## src/rtl/decimating_trend_recorder_assert.svh

```systemverilog
// Assertion macros shared by the trend recorder modules.
`ifndef DECIMATING_TREND_RECORDER_ASSERT_SVH
`define DECIMATING_TREND_RECORDER_ASSERT_SVH
// Implication checked on every rising clock edge outside reset.
`define DTR_ASSERT_IMP(lbl, clk_s, rstn_s, ante, cons) \
    lbl: assert property (@(posedge clk_s) disable iff (!rstn_s) (ante) |-> (cons)) \
        else $error("assertion failed");
// Next-cycle implication checked outside reset.
`define DTR_ASSERT_NXT(lbl, clk_s, rstn_s, ante, cons) \
    lbl: assert property (@(posedge clk_s) disable iff (!rstn_s) (ante) |=> (cons)) \
        else $error("assertion failed");
`endif

```

## src/rtl/dtr_pkg.sv

```systemverilog
// Package: types and constants for the decimating trend recorder.
`default_nettype none
package dtr_pkg;
    localparam int WINDOW_LEN    = 256;
    localparam int HISTORY_DEPTH = 4096;
    localparam int WIN_AW  = $clog2(WINDOW_LEN);
    localparam int HIST_AW = $clog2(HISTORY_DEPTH);
    localparam int CFG_W   = 33;

    localparam logic [1:0] REQ_SAMPLE = 2'd0;
    localparam logic [1:0] REQ_RD_RT  = 2'd1;
    localparam logic [1:0] REQ_RD_TR  = 2'd2;

    localparam logic [1:0] CFG_DECIM    = 2'd0;
    localparam logic [1:0] CFG_PEN      = 2'd1;
    localparam logic [1:0] CFG_LOOKBACK = 2'd2;

    typedef struct packed {
        logic [1:0]         req_type;
        logic [47:0]        sample_time;
        logic signed [31:0] sample_value;
        logic [7:0]         read_index;
    } in_item_t;

    typedef struct packed {
        logic               history_stored;
        logic               pen_updated;
        logic               pen_found;
        logic signed [31:0] pen_value;
        logic signed [31:0] read_value;
    } out_item_t;
endpackage
`default_nettype wire

```

## src/rtl/dtr_muldiv.sv

```systemverilog
// Iterative shift-add multiply and restoring divide for floor(mag * a / d), one bit per cycle.
`default_nettype none
`include "decimating_trend_recorder_assert.svh"
module dtr_muldiv
    import dtr_pkg::*;
(
    input  wire logic        clk,
    input  wire logic        rst_n,
    input  wire logic        go,
    input  wire logic [33:0] mag,
    input  wire logic [47:0] a,
    input  wire logic [47:0] d,
    output logic             done,
    output logic [33:0]      quot,
    output logic             rem_nz
);
    // Numerator is mag*a (< 2^82); divide bit-serially with the long product built in.
    logic [81:0] num_reg;
    logic [48:0] rem_reg;
    logic [47:0] a_reg, d_reg;
    logic [33:0] mag_reg;
    logic [33:0] q_reg;
    logic [6:0]  cnt_reg;
    logic        busy_reg;
    logic        mul_reg;
    logic [5:0]  mcnt_reg;
    logic [48:0] trial;
    logic [48:0] sh;

    assign sh    = {rem_reg[47:0], num_reg[81]};
    assign trial = sh - {1'b0, d_reg};

    always_ff @(posedge clk or negedge rst_n)
    begin
        if (!rst_n)
        begin
            busy_reg <= 1'b0;
            mul_reg  <= 1'b0;
            done     <= 1'b0;
        end
        else
        begin
            done <= 1'b0;
            if (go)
            begin
                busy_reg <= 1'b1;
                mul_reg  <= 1'b1;
                mcnt_reg <= 6'd0;
                num_reg  <= '0;
                mag_reg  <= mag;
                a_reg    <= a;
                d_reg    <= d;
                rem_reg  <= '0;
                q_reg    <= '0;
                cnt_reg  <= 7'd0;
            end
            else if (busy_reg && mul_reg)
            begin
                // shift-add product, one multiplier bit a cycle
                num_reg <= (num_reg << 1)
                         + (mag_reg[33] ? {34'd0, a_reg} : 82'd0);
                mag_reg <= mag_reg << 1;
                mcnt_reg <= mcnt_reg + 6'd1;
                if (mcnt_reg == 6'd33)
                    mul_reg <= 1'b0;
            end
            else if (busy_reg)
            begin
                num_reg <= num_reg << 1;
                if (!trial[48])
                begin
                    rem_reg <= trial;
                    q_reg   <= {q_reg[32:0], 1'b1};
                end
                else
                begin
                    rem_reg <= sh;
                    q_reg   <= {q_reg[32:0], 1'b0};
                end
                cnt_reg <= cnt_reg + 7'd1;
                if (cnt_reg == 7'd81)
                begin
                    busy_reg <= 1'b0;
                    done     <= 1'b1;
                end
            end
        end
    end

    assign quot   = q_reg;
    assign rem_nz = (rem_reg != '0);

    `DTR_ASSERT_NXT(a_done_pulse, clk, rst_n, done, !done)
    `DTR_ASSERT_IMP(a_done_idle, clk, rst_n, done, !busy_reg)
    `DTR_ASSERT_IMP(a_mul_busy, clk, rst_n, mul_reg && !go, busy_reg)
endmodule
`default_nettype wire

```

## config.mk

```make
export PLATFORM = sky130hd
export DESIGN_NAME = dtr_muldiv
export DESIGN_NICKNAME = d
export VERILOG_FILES = /design/src/rtl/dtr_pkg.sv /design/src/rtl/dtr_muldiv.sv
export VERILOG_INCLUDE_DIRS = /design/src /design/src/rtl
export SDC_FILE = /design/constraint.sdc
export NUM_CORES = 1
export LEC_CHECK = 0
export BUFFER_PORTS_ARGS = -buffer_cell sky130_fd_sc_hd__clkbuf_2
export CORE_ASPECT_RATIO = 1.75
export CORE_MARGIN = 2
export CORE_UTILIZATION = 55
export DETAILED_ROUTE_END_ITERATION = 8
export PLACE_DENSITY = 0.74
export SYNTH_ARGS = -nofsm -noshare
export SYNTH_HDL_FRONTEND = slang
export SYNTH_SLANG_ARGS = --single-unit
```

## constraint.sdc

```tcl
create_clock -name clk -period 6.3 [get_ports clk]
set_clock_uncertainty 0.1 [all_clocks]
set_input_delay 0.63 -clock clk [delete_from_list [all_inputs] [get_ports clk]]
set_output_delay 0.63 -clock clk [all_outputs]
set_load 0.1 [all_outputs]
```

# ---- Word level (Yosys, flattened, before mapping)
# Cells that the tools add are included.
dict set report totals {
  ff_bits 311
  elab_cells 50
  input_bits 133
}
dict set report op_classes {
  n_mux 25
  n_addsub 4
  n_eq_ne 3
  reduce_logical 7
}
# cell n
set op_table {}
lappend op_table {{82-bit 2-to-1 mux} 2}
lappend op_table {{49-bit 2-to-1 mux} 3}
lappend op_table {{34-bit 2-to-1 mux} 4}
lappend op_table {{82-bit by 48-bit adder with 82-bit output} 1}
lappend op_table {{49-bit nonzero test} 1}
lappend op_table {{49-bit by 48-bit subtractor with 49-bit output} 1}
lappend op_table {{48-bit 2-to-1 mux} 1}
lappend op_table {{7-bit 2-to-1 mux} 2}
lappend op_table {{1-bit 2-to-1 mux} 12}
lappend op_table {{7-bit by 1-bit adder with 7-bit output, second input constant} 1}
lappend op_table {{7-bit == test, second input constant} 1}
lappend op_table {{6-bit by 1-bit adder with 6-bit output, second input constant} 1}
lappend op_table {{6-bit == test, second input constant} 1}
lappend op_table {{6-bit 2-to-1 mux} 1}
lappend op_table {{2-bit AND reduction} 3}
lappend op_table {{2-bit nonzero test} 2}
lappend op_table {{2-bit inequality test, second input constant} 1}
lappend op_table {{1-bit logical AND} 1}

# ---- Depth between registers and ports, before layout
# Gate-level depths: netlist of the first run.
dict set report logic_depth {
  ltp_word 5
  depth_mapped 20
  depth_no_buf 18
}

# ---- Worst setup path after synthesis of the first run
# Ideal clock, no wire load.
dict set report synth_timing {
  kind {register to register}
  start {register num_reg[81]}
  end {register rem_reg[10], data pin}
  slack_ps 1288
  setup_ps 275
  synth_period_minus_slack_ps 5012
  arrival_ps 4637
  stages_incl_launch_ff 20
  t_required_ps 5925
  n_path_buf 3
  cell_sequence {edfxtp_1 inv_1 ha_1 inv_1 fa_1 a21oi_1 o21ai_0 o21ba_2 a221oi_1 o221a_2 a21o_1 a31oi_1 a2111oi_0 o21bai_1 ha_1 clkbuf_1 clkbuf_1 clkbuf_1 mux2i_1 a211oi_1}
}
dict set report synth_between {
  elab_chain_len 4
}
# element line
set synth_rtl {}
lappend synth_rtl {{start: declaration} dtr_muldiv.sv:18} ;# logic [81:0] num_reg;
lappend synth_rtl {{start signal: assignment} dtr_muldiv.sv:60} ;# num_reg <= (num_reg << 1)
lappend synth_rtl {{start signal: assignment} dtr_muldiv.sv:69} ;# num_reg <= num_reg << 1;
lappend synth_rtl {{49-bit by 48-bit subtractor with 49-bit output} dtr_muldiv.sv:31} ;# assign trial = sh - {1'b0, d_reg};
lappend synth_rtl {{49-bit 2-to-1 mux} dtr_muldiv.sv:70} ;# if (!trial[48])
lappend synth_rtl {{49-bit 2-to-1 mux} dtr_muldiv.sv:67} ;# else if (busy_reg)
lappend synth_rtl {{49-bit 2-to-1 mux} dtr_muldiv.sv:57} ;# else if (busy_reg && mul_reg)
lappend synth_rtl {{end signal: assignment} dtr_muldiv.sv:72} ;# rem_reg <= trial;
lappend synth_rtl {{end signal: assignment} dtr_muldiv.sv:77} ;# rem_reg <= sh;
lappend synth_rtl {{end: declaration} dtr_muldiv.sv:19} ;# logic [48:0] rem_reg;
# No other way between the ends.
# A chain may end at the register's enable or synchronous reset.

# ---- Final worst setup path of the first run
dict set report layout_timing {
  start {register num_reg[81]}
  end {register rem_reg[37], data pin}
}
# Same word-level chain as after synthesis.

==> results.md, run 1 <==
- Outcome: finished clean
- MaxCap Viol Count: 0
- Critical path, cell by cell: inv_1 -> ha_1 -> inv_1 -> fa_1 -> a21oi_1 -> o21ai_0 -> o21ba_2 -> a221oi_1 -> o221a_2 -> a21o_1 -> a31oi_1 -> a2111oi_0 -> o21bai_1 -> ha_2 -> clkinv_1 -> and3_1 -> a221oi_1 -> nor2_1
- Main combinational cell family by area after synthesis: compound AO/OA/AOI/OAI gates
- Endpoints failing setup: 0
- Clock slew at reported path FFs: 0.07 ns
- Commonest non-fill, non-tap cell in the layout: edfxtp_1
- Port Buf Inserts: around 170
- DP HPWL: 34700 um
- Pre-CTS setup slack: about 0.75 ns
- Avg Inst Size Synth: roughly 10 um2
- Slowest stage cell on the critical path: a221oi_1
- Grt total ovfl: 0
- WL final: between 40000 and 50000 um
- Mapped cell area: 19810 um2
- Data required, critical path: 6.44 ns
- Die width: ~150 um
- Largest net degree at the start of global routing: between 90 and 100
- Top FF cell, synth: edfxtp_1
- Total power: approximately 6 mW
- Fmax achieved: between 150 and 200 MHz
- Routed Antenna Nets: 0
- Final std cells w/o fill: between 2000 and 3000
- Final Cycle Share: 90.46%
- Synth Area in Compound Gates: between 15 and 20%
- I/O Pins: roughly 170
- Crit path kind: reg2reg
- Fin crit period: 5.699 ns
- Ys Warns: 0
- Yosys reg bits: ~310
- Clock Sinks: around 310
- Setup TNS: 0 ns
- Drt drc: 0
- Max reg flops: 82
- Adder-Cell Fraction of Synth Area: under 10%
- H-tree depth: 2
- Number of buffers created by CTS: 34
- # resized after CTS: 0
- Area after DPL: 20980 um2
- Fin. max-slew vios: 0
- Final Net Count: 2333
- CTS tree: built
- Slew margin rel.: 33.56%
- RSZ-0062 raised after global routing: false
- Most frequent cells in the layout: edfxtp_1 (308), nor2_1 (195), nand2_1 (180)
- CTS Hold Bufs: 0
- Initial antenna violation count: 0
- Post-route design area: around 22000 um2
- Simple-gate share of the synthesized area: 15.68%
- Async S/R FF share, synth: less than 1%
- Die Ht: between 200 and 300 um
- Post-synth EDFFs: slightly above 300
- Placed cell count: 2532
- Clock Tree Root: clkbuf_16
- CP max stage delay: between 0.5 and 0.6 ns
- Setup bufs post-CTS: 0
- Deepest clock path buffer count: 3
- Hold Vio Cnt, Final: 0
- Syn nets: 2221
- Critical path fanouts, max: 19
- Xor/xnor share of the synthesized area: ~5.1%
- Pleak: about 8.7 nW
- 1st-iter DRT viols: slightly below 1000
- HP Class: in2reg
- Setup WS post-layout: between 0.6 and 0.7 ns
- Fill cells: 2916
- Sequential area share after synthesis: about 47%
- FP Rows: 92
- WP data arrival: roughly 5.8 ns
- Post-DR vias/cell: 6.105
- Synth unique cells: 73
- Max IR drop VDD: roughly 0.00022 V
- GP Congestion: roughly 0.94
- Post-Syn Instances: just under 2000
- Layout Utilization: 61.81%
- Share of cells above drive strength 1: between 10% and 20%
- Drt pass-1 iters: 7
- All-Layer GR Usage: 25.41%
- Worst-margin pin slew: 0.9877 ns
- Vias in the first global route: ~16000
- Multiplexer share of the synthesized area: approximately 4.4%
- ANT cells: 0
- Die area: roughly 38000 um2
- Initial Util: about 55%
- Vias: 15817
- Routed len/inst: around 19 um
- Hold Worst Slack: ~0.17 ns
- Worst-skew pair later-pin latency: 0.53 ns
- Critical path launch point type: register
- Area Growth Syn to Fin: 11.69%
- Power Dens Cells: roughly 270 nW/um2
- Crit. End Element: register
- First-pass GRT wire length: between 70000 and 80000 um
- Core area: 35800 um2
power breakdown:
group          leakage (nW)  switching, mW  internal (mW)
clock                 0.552          0.843           1.22
combinational          5.08          0.846          0.528
sequential             3.08          0.115           2.47
total                  8.72           1.80           4.22
worst paths after layout:
check,start,to,slack [ns],cells past startpoint
hold reg to reg,mag_reg[19],mag_reg[20],0.45,1
hold / removal,a[17],a_reg[17],0.17,1
max in group asynchronous,rst_n,busy_reg,4.76,2
setup reg to reg,num_reg[81],rem_reg[37],0.60,18
setup / recovery,num_reg[81],rem_reg[37],0.60,18
min in group asynchronous,rst_n,mul_reg,0.76,2
layer usage:
| metal | wire, um | vias up | share of wire [%] | track usage (%) |
|---|---|---|---|---|
| met5 | 0 | - | 0 | 0 |
| met4 | 2991 | 0 | 6.1 | 15.22 |
| met3 | 1844 | 193 | 3.8 | 2.513 |
| met2 | 26270 | 499 | 54 | 48.13 |
| met1 | 17620 | 7516 | 36 | 27.15 |
| li1 | - | 7609 | - | - |
final cells by class:
| class | instances | area, um2 | area share (%) |
|---|---|---|---|
| clock buffers | 45 | 975.9 | 4.411 |
| clock inverters | 14 | 170.2 | 0.7690 |
| inverters | 78 | 292.8 | 1.323 |
| multi-input cells | 1486 | 9776 | 44.18 |
| flip-flops and latches | 311 | 9329 | 42.16 |
| well taps | 470 | 588.1 | 2.658 |
| repair buffers | 187 | 996.0 | 4.501 |
kinds of logic (layout without fill, tap and decap cells):
family,count (synthesis),count (layout)
flip-flops,311,311
adder cells (fa/ha/maj),102,102
buffers and inverters,189,324
multiplexers,82,82
AND/OR/NAND/NOR,654,654
AO/OA/AOI/OAI,532,532
XOR/XNOR,116,116
synth_stat cells (9+ instances only):
library cell,n,area [um2]
a311oi_1,11,96.34
ha_1,100,1251
and3_1,19,118.9
nor2_1,196,735.7
o21a_1,15,112.6
edfxtp_1,308,9249
nand2_1,181,679.4
inv_1,76,285.3
a21oi_1,166,830.8
a31oi_1,20,125.1
o21bai_1,17,127.6
o211ai_1,9,67.56
mux2i_1,47,470.5
mux2_2,35,394.1
nand3_1,42,210.2
nor3_1,34,170.2
nor2b_1,12,75.07
xnor2_1,78,683.2
o21ai_0,73,365.4
clkbuf_1,94,352.8
a21o_1,45,337.8
buf_1,10,37.54
nand4_1,36,225.2
and2_1,57,356.6
nor4_1,18,112.6
a211oi_1,108,810.8
xor2_1,38,332.8
or3_1,22,137.6
worst max-delay path: cells and delay by family, from the launching register on:
| kind | cells | cell delay (ns) |
|---|---|---|
| compound gates | 10 | 2.86 |
| fa+ha+maj | 3 | 0.92 |
| buf+inv | 3 | 0.67 |
| simple gates | 2 | 0.43 |
| flops | 1 | 0.41 |
Power figures use the tool's default switching activity.
==> run 2: changes to the inputs <==
--- a/config.mk
+++ b/config.mk
@@ -9,7 +9,8 @@
 export BUFFER_PORTS_ARGS = -buffer_cell sky130_fd_sc_hd__clkbuf_2
+export CAP_MARGIN = 0
 export CORE_ASPECT_RATIO = 1.75
 export CORE_MARGIN = 2
-export CORE_UTILIZATION = 55
+export CORE_UTILIZATION = 61
 export DETAILED_ROUTE_END_ITERATION = 8
-export PLACE_DENSITY = 0.74
+export PLACE_DENSITY = 0.81
 export SYNTH_ARGS = -nofsm -noshare
==> constraint.sdc (replaced) <==
create_clock -name clk -period 6.3 [get_ports clk]
set_clock_uncertainty 0.1 [all_clocks]
set_input_delay 0.315 -clock clk [delete_from_list [all_inputs] [get_ports clk]]
set_output_delay 0.315 -clock clk [all_outputs]
set_load 0.1 [all_outputs]
==> results.md, run 2 (same netlist as run 1, synthesis figures left out) <==
- Data required, critical path: 6.61 ns (was 6.44 ns)
- First-pass GRT wire length: 84240 um (was 77630 um)
- Commonest non-fill, non-tap cell in the layout: edfxtp_1 (unchanged)
- Port Buf Inserts: 168 (unchanged)
- Worst-skew pair later-pin latency: 0.59 ns (was 0.53 ns)
- Deepest clock path buffer count: 3 (unchanged)
- Reg2Reg Depth: 19 (was 18)
- Clock slew at reported path FFs: 0.07 ns (about the same)
- H-tree depth: 1 (was 2)
- 1st-iter DRT viols: 1047 (was 972)
- Clock Tree Root: clkbuf_16 (unchanged)
- WP data arrival: 5.70 ns (was 5.84 ns)
- Layout Utilization: 72.20% (was 61.81%)
- Final std cells w/o fill: 2649 (was 2591)
- Core area: 32110 um2 (was 35800 um2)
- Critical path fanouts, max: 51 (was 19)
- Switching Fraction: 30.81% (was 29.93%)
- Vias: 16448 (was 15817)
- Fin. max-slew vios: 0 (unchanged)
- Hold Path End: num_reg[35] (was a_reg[17])
- Slew margin rel.: 28.96% (was 33.56%)
- Area of the multi-input gates: 9776 um2 (unchanged)
- HP Class: in2reg (unchanged)
- Largest net degree at the start of global routing: 84 (was 95)
- Drt pass-1 iters: 5 (was 7)
- Vias in the first global route: 17045 (was 15806)
- Setup TNS: 0 ns (unchanged)
- Placed cell count: 2462 (was 2532)
- Hold Vio Cnt, Final: 0 (unchanged)
- Clock power share: 31.5% (was 34.3%)
- Fmax achieved: 185.6 MHz (was 175.5 MHz)
- Post-DR vias/cell: 6.209 (was 6.105)
- Initial Util: 61.69% (was 55.34%)
- CTS tree: built (unchanged)
- Pleak: 9.177 nW (was 8.718 nW)
- Outcome: finished clean (unchanged)
- WL final: 52950 um (was 48730 um)
- Die width: 140.2 um (was 147.5 um)
- FP Rows: 87 (was 92)
- Reg2Reg Setup Slack: 0.91 ns (was 0.60 ns)
- Die Ht: 242.4 um (was 255.1 um)
- Initial antenna violation count: 2 (was 0)
- All-Layer GR Usage: 30.69% (was 25.41%)
- RSZ-0062 raised after global routing: false (unchanged)
- Area Growth Syn to Fin: 17.03% (was 11.69%)
- Reg power frac: 43.8% (was 42.9%)
- P_sw: 1.823 mW (was 1.804 mW)
- Final Cycle Share: 85.52% (was 90.46%)
- GP Congestion: 0.9640 (was 0.9432)
- Max IR drop VDD: 0.0002482 V (was 0.0002181 V)
- Internal: 4.095 mW (was 4.223 mW)
- Worst R2R Start: num_reg[81] (unchanged)
- Most frequent cells in the layout: edfxtp_1 (308), nor2_1 (195), nand2_1 (180) (unchanged)
- Die area: 33990 um2 (was 37620 um2)
- Drt drc: 0 (unchanged)
- Worst R2R End: rem_reg[45] (was rem_reg[37])
- Routed Antenna Nets: 0 (unchanged)
- DP HPWL: 34980 um (was 34700 um)
- Share of cells above drive strength 1: 13.40% (was 14.33%)
- Hold Path Stages: 1 (unchanged)
- Crit. End Element: register (unchanged)
- Final Net Count: 2458 (was 2333)
- MaxCap Viol Count: 0 (unchanged)
- # resized after CTS: 0 (unchanged)
- Fill cells: 2259 (was 2916)
- Hold_sp: rst_n (was a[17])
- Fin crit period: 5.388 ns (was 5.699 ns)
- Number of buffers created by CTS: 30 (was 34)
- Clock Sinks: 311 (unchanged)
- Routed len/inst: 19.99 um (was 18.81 um)
- Crit path kind: reg2reg (unchanged)
- Grt total ovfl: 0 (unchanged)
- Critical path launch point type: register (unchanged)
- Critical path, cell by cell: inv_1 -> ha_1 -> inv_1 -> fa_1 -> a21oi_1 -> o21ai_0 -> o21ba_2 -> a221oi_1 -> buf_4 -> o221a_2 -> a21o_1 -> a31oi_1 -> a2111oi_0 -> o21bai_1 -> ha_2 -> buf_4 -> nand2_1 -> or3_1 -> o22ai_1 (was inv_1 -> ha_1 -> inv_1 -> fa_1 -> a21oi_1 -> o21ai_0 -> o21ba_2 -> a221oi_1 -> o221a_2 -> a21o_1 -> a31oi_1 -> a2111oi_0 -> o21bai_1 -> ha_2 -> clkinv_1 -> and3_1 -> a221oi_1 -> nor2_1)
- FF+latch area: 9329 um2 (unchanged)
- Comb pwr share: 24.7% (was 22.8%)
- I/O Pins: 169 (unchanged)
- CP max stage delay: 0.58 ns (was 0.57 ns)
- Max reg flops: 82 (unchanged)
- Slowest stage cell on the critical path: buf_4 (was a221oi_1)
- Power Dens Cells: 255.2 nW/um2 (was 272.4 nW/um2)
- Endpoints failing setup: 0 (unchanged)
- Worst-margin pin slew: 1.066 ns (was 0.9877 ns)
[run 2: cell types whose count changed in the layout (fill, tap and decap cells not counted)]
cell           change
dlygate4sd3_1    +129
clkbuf_16          -7
clkinv_2           +4
clkinvlp_4         +3
clkbuf_1           -2
clkbuf_8           -2
clkinv_1           +2
diode_2            +2
bufinv_16          +1
clkinv_4           -1
inv_8              -1
[run 2: layer usage]
layer / track usage [%] / vias up / share of wire [%]
li1: - / 7862 / -
met5: 0 / - / 0
met3: 3.005 / 191 / 4.2
met2: 57.74 / 595 / 54
met1: 32.34 / 7800 / 36
met4: 19.07 / 0 / 6.3
[run 2: per-stage QoR]
step	hold WS (ns)	total power, mW	area [um2]	worst slack [ns]
after floorplan	-0.08059	3.626	19810	1.288
after global placement	0.3915	3.954	20890	1.174
after detailed placement	0.3936	3.989	20890	1.031
after CTS	0.01831	5.897	23180	0.9657
after global routing	0.01055	6.156	23190	0.4796
final	0.04608	5.918	23190	0.9120
[run 2: worst max path at each step]
stage                  end  depth (start not counted)  slack, ns         from
2_1_floorplan  rem_reg[10]                         19       1.29  num_reg[81]
3_3_place_gp   rem_reg[45]                         19       1.17  num_reg[81]
6_report       rem_reg[45]                         19       0.91  num_reg[81]
3_5_place_dp   rem_reg[45]                         19       1.03  num_reg[81]
5_1_grt        rem_reg[46]                         18       0.48  num_reg[81]
4_1_cts        rem_reg[45]                         19       0.97  num_reg[81]
[run 2: final cells by class]
cell class                 count  area share, %
tap                          400          2.159
timing repair buffer         316          9.865
clock inverter                22         0.9929
inverter                      78          1.263
sequential                   311          40.24
multi-input combinational   1486          42.16
clock buffer                  34          3.303
antenna                        2        0.02159
[run 2: worst max-delay path, delay by kind of cell, from the launching register on]
family                   cells  cell delay (ns)
AO/OA/AOI/OAI               10             2.36
adder cells (fa/ha/maj)      3             0.92
buffers and inverters        4             0.93
flip-flops                   1             0.41
AND/OR/NAND/NOR              2             0.51
[run 2: power groups by stage]
| stage | registers [mW] | clock network [mW] | logic [mW] |
|---|---|---|---|
| after floorplan | 2.69 | 0 | 0.937 |
| after global placement | 2.62 | 0 | 1.33 |
| after detailed placement | 2.63 | 0 | 1.36 |
| after CTS | 2.59 | 1.88 | 1.43 |
| after global routing | 2.61 | 1.96 | 1.59 |
| final | 2.59 | 1.86 | 1.46 |
[run 2: what timing repair did]
item                                   4_1_cts  5_1_grt
buffers inserted                             0        0
hold buffers                               129        0
endpoints found under the hold margin      129        0
